### config.mk
export PLATFORM = sky130hd
export DESIGN_NAME = sensor_frame_packetizer
export DESIGN_NICKNAME = d
export VERILOG_FILES = /design/src/rtl/sfp_pkg.sv /design/src/rtl/sfp_front.sv /design/src/rtl/sfp_queue.sv /design/src/rtl/sfp_back.sv /design/src/rtl/sensor_frame_packetizer.sv
export SDC_FILE = /design/constraint.sdc
export NUM_CORES = 1
export LEC_CHECK = 0
export BUFFER_PORTS_ARGS = -buffer_cell sky130_fd_sc_hd__buf_2
export CAP_MARGIN = 30
export CORE_AREA = 2 2 148 150
export CTS_BUF_LIST = sky130_fd_sc_hd__clkbuf_8
export CTS_CLUSTER_DIAMETER = 50
export DETAILED_ROUTE_END_ITERATION = 8
export DIE_AREA = 0 0 150 152
export GPL_TIMING_DRIVEN = 0
export PLACE_DENSITY = 0.66
export SYNTH_ARGS = -nofsm -noshare
export SYNTH_HDL_FRONTEND = slang
export SYNTH_SLANG_ARGS = --single-unit
export TNS_END_PERCENT = 1
### constraint.sdc
create_clock -name clk -period 10.93 [get_ports clk]
set_input_delay 2.186 -clock clk [delete_from_list [all_inputs] [get_ports clk]]
set_output_delay 2.186 -clock clk [all_outputs]
set_load 0.03 [all_outputs]
### src/rtl/sfp_pkg.sv
package sfp_pkg;

  localparam int unsigned FRAME_NODES    = 256;
  localparam int unsigned MAX_PER_PACKET = 128;
  localparam int unsigned QUEUE_DEPTH    = 2;
  localparam int unsigned QPTR_W         = (QUEUE_DEPTH > 1) ? $clog2(QUEUE_DEPTH) : 1;
  localparam int unsigned QCNT_W         = $clog2(QUEUE_DEPTH + 1);

  localparam int unsigned CFG_IDX_W = 1;
  localparam logic [CFG_IDX_W-1:0] CFG_SRC_ID   = 1'b0;
  localparam logic [CFG_IDX_W-1:0] CFG_READINGS = 1'b1;

  localparam logic [7:0] SRC_ID_RST   = 8'd1;
  localparam logic [7:0] READINGS_RST = 8'd64;

  localparam logic [7:0] DELIM_W = 8'h77;  // 'w'
  localparam logic [7:0] DELIM_R = 8'h72;  // 'r'

  // one bit per packet size: set when nonzero, within the max and a divisor of the frame
  function automatic logic [255:0] size_ok_table();
    logic [255:0] tbl;
    tbl = '0;
    for (int d = 1; d < 256; d++) begin
      if (d <= int'(MAX_PER_PACKET)) begin
        for (int m = d; m <= int'(FRAME_NODES); m += d) begin
          if (m == int'(FRAME_NODES)) tbl[d] = 1'b1;
        end
      end
    end
    return tbl;
  endfunction

  localparam logic [255:0] SIZE_OK = size_ok_table();

  // one classified reading, handed from front to back
  typedef struct packed {
    logic        err;
    logic        hdr;
    logic        trl;
    logic [7:0]  src_id;
    logic [15:0] frame_pos;
    logic [15:0] reading;
    logic [31:0] pkt_num;
  } job_t;

  typedef enum logic [3:0] {
    S_START,
    S_ID,
    S_POS_LO,
    S_POS_HI,
    S_RD_LO,
    S_RD_HI,
    S_PK0,
    S_PK1,
    S_PK2,
    S_PK3,
    S_DLM_W,
    S_DLM_R,
    S_ERR
  } step_t;

endpackage

### src/rtl/sfp_front.sv
module sfp_front import sfp_pkg::*; (
  input  logic                 clk,
  input  logic                 rst_n,
  input  logic                 cfg_valid,
  input  logic [CFG_IDX_W-1:0] cfg_index,
  input  logic [7:0]           cfg_data,
  input  logic                 push,
  input  logic [15:0]          reading,
  input  logic                 q_full,
  output logic                 q_push,
  output job_t                 q_job
);

  logic [7:0]  src_id_r;
  logic [7:0]  readings_r;
  logic [15:0] frame_pos_r, frame_pos_nxt;
  logic [7:0]  fill_r, fill_nxt;
  logic [31:0] pkt_num_r, pkt_num_nxt;

  logic        size_ok;
  logic        accept;
  logic        trl;
  logic [16:0] pos_inc;
  logic [8:0]  fill_inc;

  assign size_ok  = SIZE_OK[readings_r];
  assign accept   = push && !q_full;
  assign pos_inc  = {1'b0, frame_pos_r} + 17'd1;
  assign fill_inc = {1'b0, fill_r} + 9'd1;
  // packet closes once fill reaches the current size, even if the size shrank
  assign trl      = fill_inc >= {1'b0, readings_r};

  always_comb begin
    frame_pos_nxt = frame_pos_r;
    fill_nxt      = fill_r;
    pkt_num_nxt   = pkt_num_r;
    if (accept && size_ok) begin
      frame_pos_nxt = (pos_inc >= 17'(FRAME_NODES)) ? 16'd0 : pos_inc[15:0];
      if (trl) begin
        fill_nxt    = 8'd0;
        pkt_num_nxt = pkt_num_r + 32'd1;
      end else begin
        fill_nxt = fill_inc[7:0];
      end
    end
  end

  always_comb begin
    q_push          = accept;
    q_job.err       = !size_ok;
    q_job.hdr       = (fill_r == 8'd0);
    q_job.trl       = trl;
    q_job.src_id    = src_id_r;
    q_job.frame_pos = frame_pos_r;
    q_job.reading   = reading;
    q_job.pkt_num   = pkt_num_r;
  end

  always_ff @(posedge clk) begin
    if (!rst_n) begin
      src_id_r    <= SRC_ID_RST;
      readings_r  <= READINGS_RST;
      frame_pos_r <= '0;
      fill_r      <= '0;
      pkt_num_r   <= '0;
    end else begin
      frame_pos_r <= frame_pos_nxt;
      fill_r      <= fill_nxt;
      pkt_num_r   <= pkt_num_nxt;
      if (cfg_valid) begin
        unique case (cfg_index)
          CFG_SRC_ID:   src_id_r   <= cfg_data;
          CFG_READINGS: readings_r <= cfg_data;
          default: ;
        endcase
      end
    end
  end

endmodule

### src/rtl/sfp_queue.sv
module sfp_queue import sfp_pkg::*; (
  input  logic clk,
  input  logic rst_n,
  input  logic push,
  input  job_t push_job,
  output logic full,
  input  logic pop,
  output logic avail,
  output job_t head
);

  job_t              mem [QUEUE_DEPTH];
  logic [QPTR_W-1:0] wr_ptr_r, rd_ptr_r;
  logic [QCNT_W-1:0] count_r;

  function automatic logic [QPTR_W-1:0] ptr_inc(input logic [QPTR_W-1:0] p);
    return (p == QPTR_W'(QUEUE_DEPTH - 1)) ? '0 : p + QPTR_W'(1);
  endfunction

  assign full  = (count_r == QCNT_W'(QUEUE_DEPTH));
  assign avail = (count_r != '0);
  assign head  = mem[rd_ptr_r];

  always_ff @(posedge clk) begin
    if (push) mem[wr_ptr_r] <= push_job;
  end

  always_ff @(posedge clk) begin
    if (!rst_n) begin
      wr_ptr_r <= '0;
      rd_ptr_r <= '0;
      count_r  <= '0;
    end else begin
      if (push) wr_ptr_r <= ptr_inc(wr_ptr_r);
      if (pop)  rd_ptr_r <= ptr_inc(rd_ptr_r);
      if (push && !pop)      count_r <= count_r + QCNT_W'(1);
      else if (pop && !push) count_r <= count_r - QCNT_W'(1);
    end
  end

endmodule

### src/rtl/sfp_back.sv
module sfp_back import sfp_pkg::*; (
  input  logic       clk,
  input  logic       rst_n,
  input  logic       q_avail,
  input  job_t       q_head,
  output logic       q_pop,
  output logic       out_empty,
  input  logic       out_pop,
  output logic [7:0] out_data_byte,
  output logic       out_last_of_run,
  output logic       out_end_of_packet,
  output logic       out_config_error
);

  step_t step_r, step_nxt, cur;
  logic  adv;
  logic  last;

  logic       valid_r;
  logic [7:0] byte_r;
  logic       last_r, eop_r, err_r;

  logic [7:0] byte_c;
  logic       eop_c;

  // a job opens on error, header or reading low byte
  always_comb begin
    if (step_r == S_START) begin
      if (q_head.err)      cur = S_ERR;
      else if (q_head.hdr) cur = S_ID;
      else                 cur = S_RD_LO;
    end else begin
      cur = step_r;
    end
  end

  assign adv   = q_avail && (!valid_r || out_pop);
  assign q_pop = adv && last;

  // next state
  always_comb begin
    step_nxt = step_r;
    if (adv) begin
      unique case (cur)
        S_ID:     step_nxt = S_POS_LO;
        S_POS_LO: step_nxt = S_POS_HI;
        S_POS_HI: step_nxt = S_RD_LO;
        S_RD_LO:  step_nxt = S_RD_HI;
        S_RD_HI:  step_nxt = q_head.trl ? S_PK0 : S_START;
        S_PK0:    step_nxt = S_PK1;
        S_PK1:    step_nxt = S_PK2;
        S_PK2:    step_nxt = S_PK3;
        S_PK3:    step_nxt = S_DLM_W;
        S_DLM_W:  step_nxt = S_DLM_R;
        default:  step_nxt = S_START;
      endcase
    end
  end

  // outputs
  always_comb begin
    byte_c = 8'd0;
    eop_c  = 1'b0;
    last   = 1'b0;
    unique case (cur)
      S_ID:     byte_c = q_head.src_id;
      S_POS_LO: byte_c = q_head.frame_pos[7:0];
      S_POS_HI: byte_c = q_head.frame_pos[15:8];
      S_RD_LO:  byte_c = q_head.reading[7:0];
      S_RD_HI: begin
        byte_c = q_head.reading[15:8];
        last   = !q_head.trl;
      end
      S_PK0:    byte_c = q_head.pkt_num[7:0];
      S_PK1:    byte_c = q_head.pkt_num[15:8];
      S_PK2:    byte_c = q_head.pkt_num[23:16];
      S_PK3:    byte_c = q_head.pkt_num[31:24];
      S_DLM_W:  byte_c = DELIM_W;
      S_DLM_R: begin
        byte_c = DELIM_R;
        eop_c  = 1'b1;
        last   = 1'b1;
      end
      S_ERR:    last = 1'b1;
      default: ;
    endcase
  end

  always_ff @(posedge clk) begin
    if (!rst_n) begin
      step_r  <= S_START;
      valid_r <= 1'b0;
    end else begin
      step_r <= step_nxt;
      if (adv)          valid_r <= 1'b1;
      else if (out_pop) valid_r <= 1'b0;
    end
  end

  always_ff @(posedge clk) begin
    if (adv) begin
      byte_r <= byte_c;
      last_r <= last;
      eop_r  <= eop_c;
      err_r  <= (cur == S_ERR);
    end
  end

  assign out_empty         = !valid_r;
  assign out_data_byte     = byte_r;
  assign out_last_of_run   = last_r;
  assign out_end_of_packet = eop_r;
  assign out_config_error  = err_r;

endmodule

### src/rtl/sensor_frame_packetizer.sv
// channel  | direction | handshake         | words
// in_      | input     | in_push / in_full | in_reading (16 bits)
// out_     | output    | out_pop / out_empty | data_byte, last_of_run, end_of_packet,
//          |           |                   | config_error
// cfg_     | input     | cfg_valid / cfg_ready | cfg_index (0 sensor id, 1 readings), cfg_data
//
// a reading becomes 2, 5, 8 or 11 output words (1 word when the packet size is bad);
// the byte sequencer in the back end emits one word per cycle while a job is queued
// and the output word has been popped or is empty.
// a pushed reading passes the job queue, then the output register, before its first word shows.
// reset is synchronous, active low; state, queue pointers and output valid flag are cleared.
// in_full rises when the 2-entry job queue is full; out_pop low stalls the sequencer only.
module sensor_frame_packetizer import sfp_pkg::*; (
  input  logic                 clk,
  input  logic                 rst_n,
  input  logic                 in_push,
  output logic                 in_full,
  input  logic [15:0]          in_reading,
  output logic                 out_empty,
  input  logic                 out_pop,
  output logic [7:0]           out_data_byte,
  output logic                 out_last_of_run,
  output logic                 out_end_of_packet,
  output logic                 out_config_error,
  input  logic                 cfg_valid,
  output logic                 cfg_ready,
  input  logic [CFG_IDX_W-1:0] cfg_index,
  input  logic [7:0]           cfg_data
);

  logic q_push, q_full, q_pop, q_avail;
  job_t q_job, q_head;

  assign cfg_ready = 1'b1;
  assign in_full   = q_full;

  sfp_front u_front (
    .clk       (clk),
    .rst_n     (rst_n),
    .cfg_valid (cfg_valid),
    .cfg_index (cfg_index),
    .cfg_data  (cfg_data),
    .push      (in_push),
    .reading   (in_reading),
    .q_full    (q_full),
    .q_push    (q_push),
    .q_job     (q_job)
  );

  sfp_queue u_queue (
    .clk      (clk),
    .rst_n    (rst_n),
    .push     (q_push),
    .push_job (q_job),
    .full     (q_full),
    .pop      (q_pop),
    .avail    (q_avail),
    .head     (q_head)
  );

  sfp_back u_back (
    .clk               (clk),
    .rst_n             (rst_n),
    .q_avail           (q_avail),
    .q_head            (q_head),
    .q_pop             (q_pop),
    .out_empty         (out_empty),
    .out_pop           (out_pop),
    .out_data_byte     (out_data_byte),
    .out_last_of_run   (out_last_of_run),
    .out_end_of_packet (out_end_of_packet),
    .out_config_error  (out_config_error)
  );

endmodule

==> impl_metrics.tcl, run 1 <==
set metrics [dict create \
    setup_viol 0 \
    vias_per_cell 5.71 \
    clock_path_buffers 3 \
    finalHoldViolations 0 \
    portBuffers 42 \
    drt_wl_total_um 24500 \
    areaGrowthSynthToFinish_pct 13.2 \
    grt_max_degree 45 \
    rsz0062_at_grt "false" \
    avgSynthCellArea_sq_um 12.2 \
    hp-start "u_front.frame_pos_r[9]" \
    postPlaceCellArea_sq_um 11100 \
    antenna_left 0 \
    cts_inserted_buffers 41 \
    drc 0 \
    ios 44 \
    fp.dieH_um 152 \
    grt-ovfl-total 0 \
    slew_violations 0 \
    instances_no_fill 1255 \
    stdcell_area_sq_um 11800 \
    crit_required_ns 11.38 \
    power.internal_uw 1740 \
    grt_antenna_before_repair 0 \
    p_leak_uw 0.00413 \
    die-area_sq_um 22800 \
    syn_area_sq_um 10400 \
    syn_nets 900 \
    drive_above_1_share 0.121 \
    seqPwrFrac 0.460 \
    yosys_warnings 0 \
    cts_tree "done" \
    swShare 0.322 \
    clkPwrFrac 0.286 \
    grt_pass1_wl_um 38100 \
    cp-end-kind "flip-flop" \
    htreeDepth 2 \
    p_per_area_nw_per_um2 217 \
    hold_class "flip-flop to flip-flop" \
    finalClockSkew_ns 0.0321 \
    clk_pin_slew_ns 0.06 \
    status "complete, no violations" \
    rr_startpoint "u_front.fill_r[0]" \
    clock.fmax_mhz 252 \
    tns_ns 0 \
    synth_commonest_cells "edfxtp_1 (161), dfxtp_1 (83), mux2i_1 (81)" \
    core_sq_um 21400 \
    ys_ff_latch 244 \
    startpoint_type "input pin" \
    critPathArrivalTime_ns 4.42 \
    synth_edf_count 161 \
    period_minus_slack_ns 3.97 \
    post-dp-hpwl_um 16900 \
    cts_hold_buffers 0 \
    synth.most_common_cell "edfxtp_1" \
    antenna_cells 0 \
    numPlacedInstances 1181 \
    tightestPinTransition_ns 0.969 \
    nets 988 \
    synth_flop_cell "edfxtp_1" \
    hold_ws_ns 0.452 \
    clock_sinks 244 \
    num_rows 54 \
    wl_per_cell_um 19.5 \
    gp_congestion 0.922 \
    slew_headroom 0.354 \
    die_w_um 150 \
    crit_start "out_pop" \
    p_comb_frac 0.254 \
    worstPathMaxFanout 17 \
    clk_latency_ns 0.55 \
    synthCells 856 \
    ys_seq_area_frac 0.624 \
    layout_setup_ws_ns 6.96 \
    maxCapViolations 0 \
    post-route-period-util 0.363 \
    synth_top_area_frac 0.464 \
    p_switching_uw 825 \
    yosys-top-cells-area "edfxtp_1 (46%), dfxtp_1 (16%), mux2i_1 (7.8%)" \
    root_buffer "clkbuf_8" \
    start_util 0.488 \
    timing_worst_setup_path_type "input pin to flip-flop" \
    ys_async_sr_fraction 0 \
    nFillCells 1846 \
    ys_types 65 \
    firstDrtPassIters 5 \
    post_cts_buffers 0 \
    grt_pass1_vias 6858 \
    grt_use_total 0.218 \
    dp_slack_ns 6.43 \
    ir_drop_mv 0.0823 \
    cts_resized 0 \
    yosys.area.top_type "edfxtp_1" \
    drt-initial-drc-count 572 \
    vias 7163 \
]
[worst paths after layout]
check,to,slack [ns],cells past startpoint
worst max-delay path,u_queue.count_r[1],6.96,7
worst min-delay path,u_queue.mem[0][57],0.45,0
worst max register to register,u_front.pkt_num_r[21],7.23,12
worst min register to register,u_queue.mem[0][57],0.45,0
[critical path, stage by stage]
cell      delay [ns]
buf_2           0.11
o22ai_1         0.29
clkinv_1        0.62
nand2_1         0.37
ha_1            0.32
or3_1           0.38
a21oi_1         0.15
[power by group through the flow]
stage	registers, uW	logic, uW	clock network, uW
after global routing	1190	705	787
after detailed placement	1200	653	0
after global placement	1210	628	0
final	1180	651	733
after floorplan	1240	401	0
after CTS	1180	655	744
[placed cells by master (no fill, tap or decap), types with 4 or more instances in the layout]
master | netlist | layout
nand2b_1 | 17 | 17
clkbuf_1 | 29 | 29
clkinv_1 | 1 | 7
o22ai_1 | 21 | 21
mux2_2 | 4 | 4
inv_1 | 28 | 46
or4_1 | 15 | 15
nand4_1 | 11 | 11
o31ai_1 | 13 | 13
buf_2 | 3 | 45
and3_1 | 16 | 15
a21o_1 | 6 | 6
mux2i_1 | 81 | 81
xnor2_1 | 12 | 12
clkbuf_8 | 0 | 45
dfxtp_1 | 83 | 83
nor2_1 | 45 | 44
nor3_1 | 13 | 13
o221ai_1 | 5 | 5
a22o_1 | 4 | 4
edfxtp_1 | 161 | 161
nor4b_1 | 5 | 5
nand2_1 | 75 | 75
nor4_1 | 15 | 15
or3_1 | 9 | 9
a21oi_1 | 34 | 34
o21ai_0 | 21 | 21
buf_1 | 7 | 7
xor2_1 | 17 | 17
nor2b_1 | 7 | 7
ha_1 | 14 | 14
nand3_1 | 28 | 28
[state kept, by name, summed over array words and instances (netlist names), named ones only]
| register | flops |
|---|---|
| u_queue.mem | 150 |
| u_back.step_r | 4 |
| u_front.pkt_num_r | 32 |
| u_back.out_config_error | 1 |
| u_front.readings_r | 8 |
| u_front.src_id_r | 8 |
| u_queue.count_r | 2 |
| u_queue.wr_ptr_r | 1 |
| u_front.fill_r | 8 |
| u_back.out_data_byte | 8 |
| u_back.valid_r | 1 |
| u_back.out_end_of_packet | 1 |
| u_front.size_ok | 1 |
| u_queue.rd_ptr_r | 1 |
| u_front.frame_pos_r | 16 |
| u_back.out_last_of_run | 1 |
[stage by stage]
step | total power (uW) | util
final | 2560 | 0.553
after global routing | 2680 | 0.553
after CTS | 2580 | 0.553
after detailed placement | 1850 | 0.518
after global placement | 1840 | 0.514
after floorplan | 1640 | -
[layout make-up]
cell class                      instances  area [sq um]  area share
Sequential cell                       244          6500       0.551
Multi-Input combinational cell        541          3650       0.310
Tap cell                              280           350      0.0297
Clock inverter                         29           120      0.0102
Clock buffer                           45           619      0.0525
Inverter                               29           109     0.00923
Buffer                                 42           173      0.0146
Timing Repair Buffer                   45           278      0.0235
[cell families (layout without fill, tap and decap cells)]
family                     after synthesis  after routing  share of synthesized area
xor gates and xnor gates                29             29                     0.0244
AOI/OAI and AO/OA                      136            136                     0.0859
buffers and inverters                   71            190                     0.0270
adders and majority gates               15             15                     0.0178
and+or+nand+nor                        275            275                      0.139
DFF                                    244            244                      0.624
muxes                                   85             85                     0.0821
other                                    1              1                   0.000360
[metal layers]
layer,part of all wire,vias to the layer above,wire [um],GRT usage
li1,-,3404,-,-
met1,0.44,3445,10700,0.298
met2,0.46,264,11100,0.336
met3,0.073,50,1790,0.0489
met4,0.033,0,819,0.0889
met5,0,-,0,0
Power figures use the tool's default switching activity.
==> run 2, diff against run 1 <==
--- a/config.mk
+++ b/config.mk
@@ -13,7 +13,7 @@
 export DETAILED_ROUTE_END_ITERATION = 8
 export DIE_AREA = 0 0 150 152
 export GPL_TIMING_DRIVEN = 0
-export PLACE_DENSITY = 0.66
+export PLACE_DENSITY = 0.68
 export SYNTH_ARGS = -nofsm -noshare
 export SYNTH_HDL_FRONTEND = slang
 export SYNTH_SLANG_ARGS = --single-unit
==> constraint.sdc (replaced) <==
create_clock -name clk -period 3.19 [get_ports clk]
set_input_delay 0.638 -clock clk [delete_from_list [all_inputs] [get_ports clk]]
set_output_delay 0.638 -clock clk [all_outputs]
set_load 0.03 [all_outputs]
==> impl_metrics.tcl, run 2 (synthesized netlist as in run 1, its figures left out) <==
set metrics [dict create \
    areaGrowthSynthToFinish_pct 14.7 \
    clk_pin_slew_ns 0.06 \
    critPathArrivalTime_ns 3.24 \
    hold_ws_ns 0.280 \
    ir_drop_mv 0.346 \
    slew_headroom 0.389 \
    slew_violations 0 \
    tightestPinTransition_ns 0.916 \
    ios 44 \
    drt-initial-drc-count 635 \
    post_cts_buffers 0 \
    num_rows 54 \
    grt_antenna_before_repair 0 \
    clock_path_buffers 3 \
    final_common_cell "edfxtp_1" \
    finalPower_uw 9120 \
    grt_max_degree 54 \
    clock_sinks 244 \
    grt_use_total 0.212 \
    worstPathMaxFanout 10 \
    start_util 0.488 \
    largest_register_ffs 150 \
    grt_pass1_vias 6777 \
    setup_viol 0 \
    root_buffer "clkbuf_8" \
    crit_required_ns 3.43 \
    regMostFlops "u_queue.mem" \
    grt-ovfl-total 0 \
    finalHoldViolations 0 \
    antenna_cells 0 \
    cts_tree "done" \
    fp.dieH_um 152 \
    firstDrtPassIters 5 \
    nets 987 \
    die-area_sq_um 22800 \
    clock.fmax_mhz 334 \
    nFillCells 1791 \
    vias_per_cell 5.66 \
    maxCapViolations 0 \
    clkPwrFrac 0.310 \
    p_comb_frac 0.247 \
    antenna_left 0 \
    period_minus_slack_ns 3.00 \
    cts_hold_buffers 0 \
    rsz0062_at_grt "false" \
    gp_congestion 0.915 \
    core_sq_um 21400 \
    status "complete, no violations" \
    startpoint_type "flip-flop" \
    die_w_um 150 \
    drt_wl_total_um 24300 \
    final_util 0.560 \
    seqPwrFrac 0.443 \
    timing_worst_setup_path_type "flip-flop to flip-flop" \
    post-route-period-util 0.940 \
    swShare 0.312 \
    grt_pass1_wl_um 37000 \
    wl_per_cell_um 19.3 \
    clk_latency_ns 0.54 \
    drive_above_1_share 0.144 \
    p_switching_uw 2850 \
    portBuffers 42 \
    cp-end-kind "flip-flop" \
    mostFrequentLayoutCells "edfxtp_1 (161), dfxtp_1 (82), mux2i_1 (81), nand2_1 (75), clkbuf_8 (47)" \
    hold_class "input pin to flip-flop" \
    drc 0 \
    vias 7104 \
    power.internal_uw 6270 \
    p_leak_uw 0.00418 \
    finalClockSkew_ns 0.0227 \
    p_per_area_nw_per_um2 763 \
    cts_inserted_buffers 40 \
    htreeDepth 2 \
    top_regs "u_queue.mem (150), u_front.pkt_num_r (32), u_front.frame_pos_r (16)" \
    post-dp-hpwl_um 16900 \
]
==> run 2: repair_timing <==
item / in CTS / in global routing
hold endpoints to repair: 0 / 0
endpoints found under the setup margin: 40 / 28
pin swaps: 1 / 1
cloned: 0 / 0
gates resized for setup: 13 / 6
==> run 2: final timing paths <==
| kind | start | to | slack, ns | cells after the start |
|---|---|---|---|---|
| worst max register to register | flip-flop | u_back.out_data_byte[6] | 0.19 | 6 |
| worst min-delay path | in_reading[6] | u_queue.mem[1][38] | 0.28 | 1 |
| worst min register to register | u_front.src_id_r[4] | u_queue.mem[0][68] | 0.46 | 0 |
| worst max-delay path | flip-flop | u_back.out_data_byte[6] | 0.19 | 6 |
==> run 2: final cells by class <==
| type | instances | area, sq um | share of cell area |
|---|---|---|---|
| plain buffers | 42 | 206 | 0.0173 |
| multi-input cells | 541 | 3660 | 0.306 |
| inverters | 29 | 109 | 0.00911 |
| clock inverters | 27 | 203 | 0.0170 |
| clock buffers | 47 | 647 | 0.0541 |
| flip-flops and latches | 244 | 6500 | 0.544 |
| well taps | 280 | 350 | 0.0293 |
| repair buffers | 45 | 278 | 0.0232 |
==> run 2: layer usage <==
| layer | up-vias | part of all wire | GRT usage |
|---|---|---|---|
| met4 | 0 | 0.022 | 0.0705 |
| met5 | - | 0 | 0 |
| li1 | 3410 | - | - |
| met1 | 3436 | 0.45 | 0.290 |
| met3 | 38 | 0.059 | 0.0309 |
| met2 | 220 | 0.47 | 0.346 |
==> run 2: stage by stage <==
| stage | std cells | setup slack (ns) | setup TNS [ns] | cell area, sq um |
|---|---|---|---|---|
| floorplan | 856 | 0.0844 | 0 | 10400 |
| global placement | 1178 | -1.21 | -162.74 | 11000 |
| detailed placement | 1181 | -0.514 | -10.39 | 11100 |
| CTS | 1255 | 0.0122 | 0 | 11900 |
| global route | 1255 | 0.000602 | 0 | 12000 |
| finish | 1255 | 0.193 | 0 | 12000 |
==> run 2: power by group through the flow <==
stage	Clock [uW]	Sequential, uW	Combinational [uW]
floorplan	0	4240	1380
global placement	0	4130	2160
detailed placement	0	4110	2230
CTS	2880	4040	2250
global route	3010	4080	2420
finish	2830	4040	2250
==> run 2: worst max-delay path, stage by stage, from the launching register on <==
cell	delay, ns
dfxtp_1	0.41
buf_2	0.27
clkdlybuf4s15_2	0.52
mux2i_1	0.42
o22ai_1	0.14
nor4_1	0.67
o221ai_1	0.26
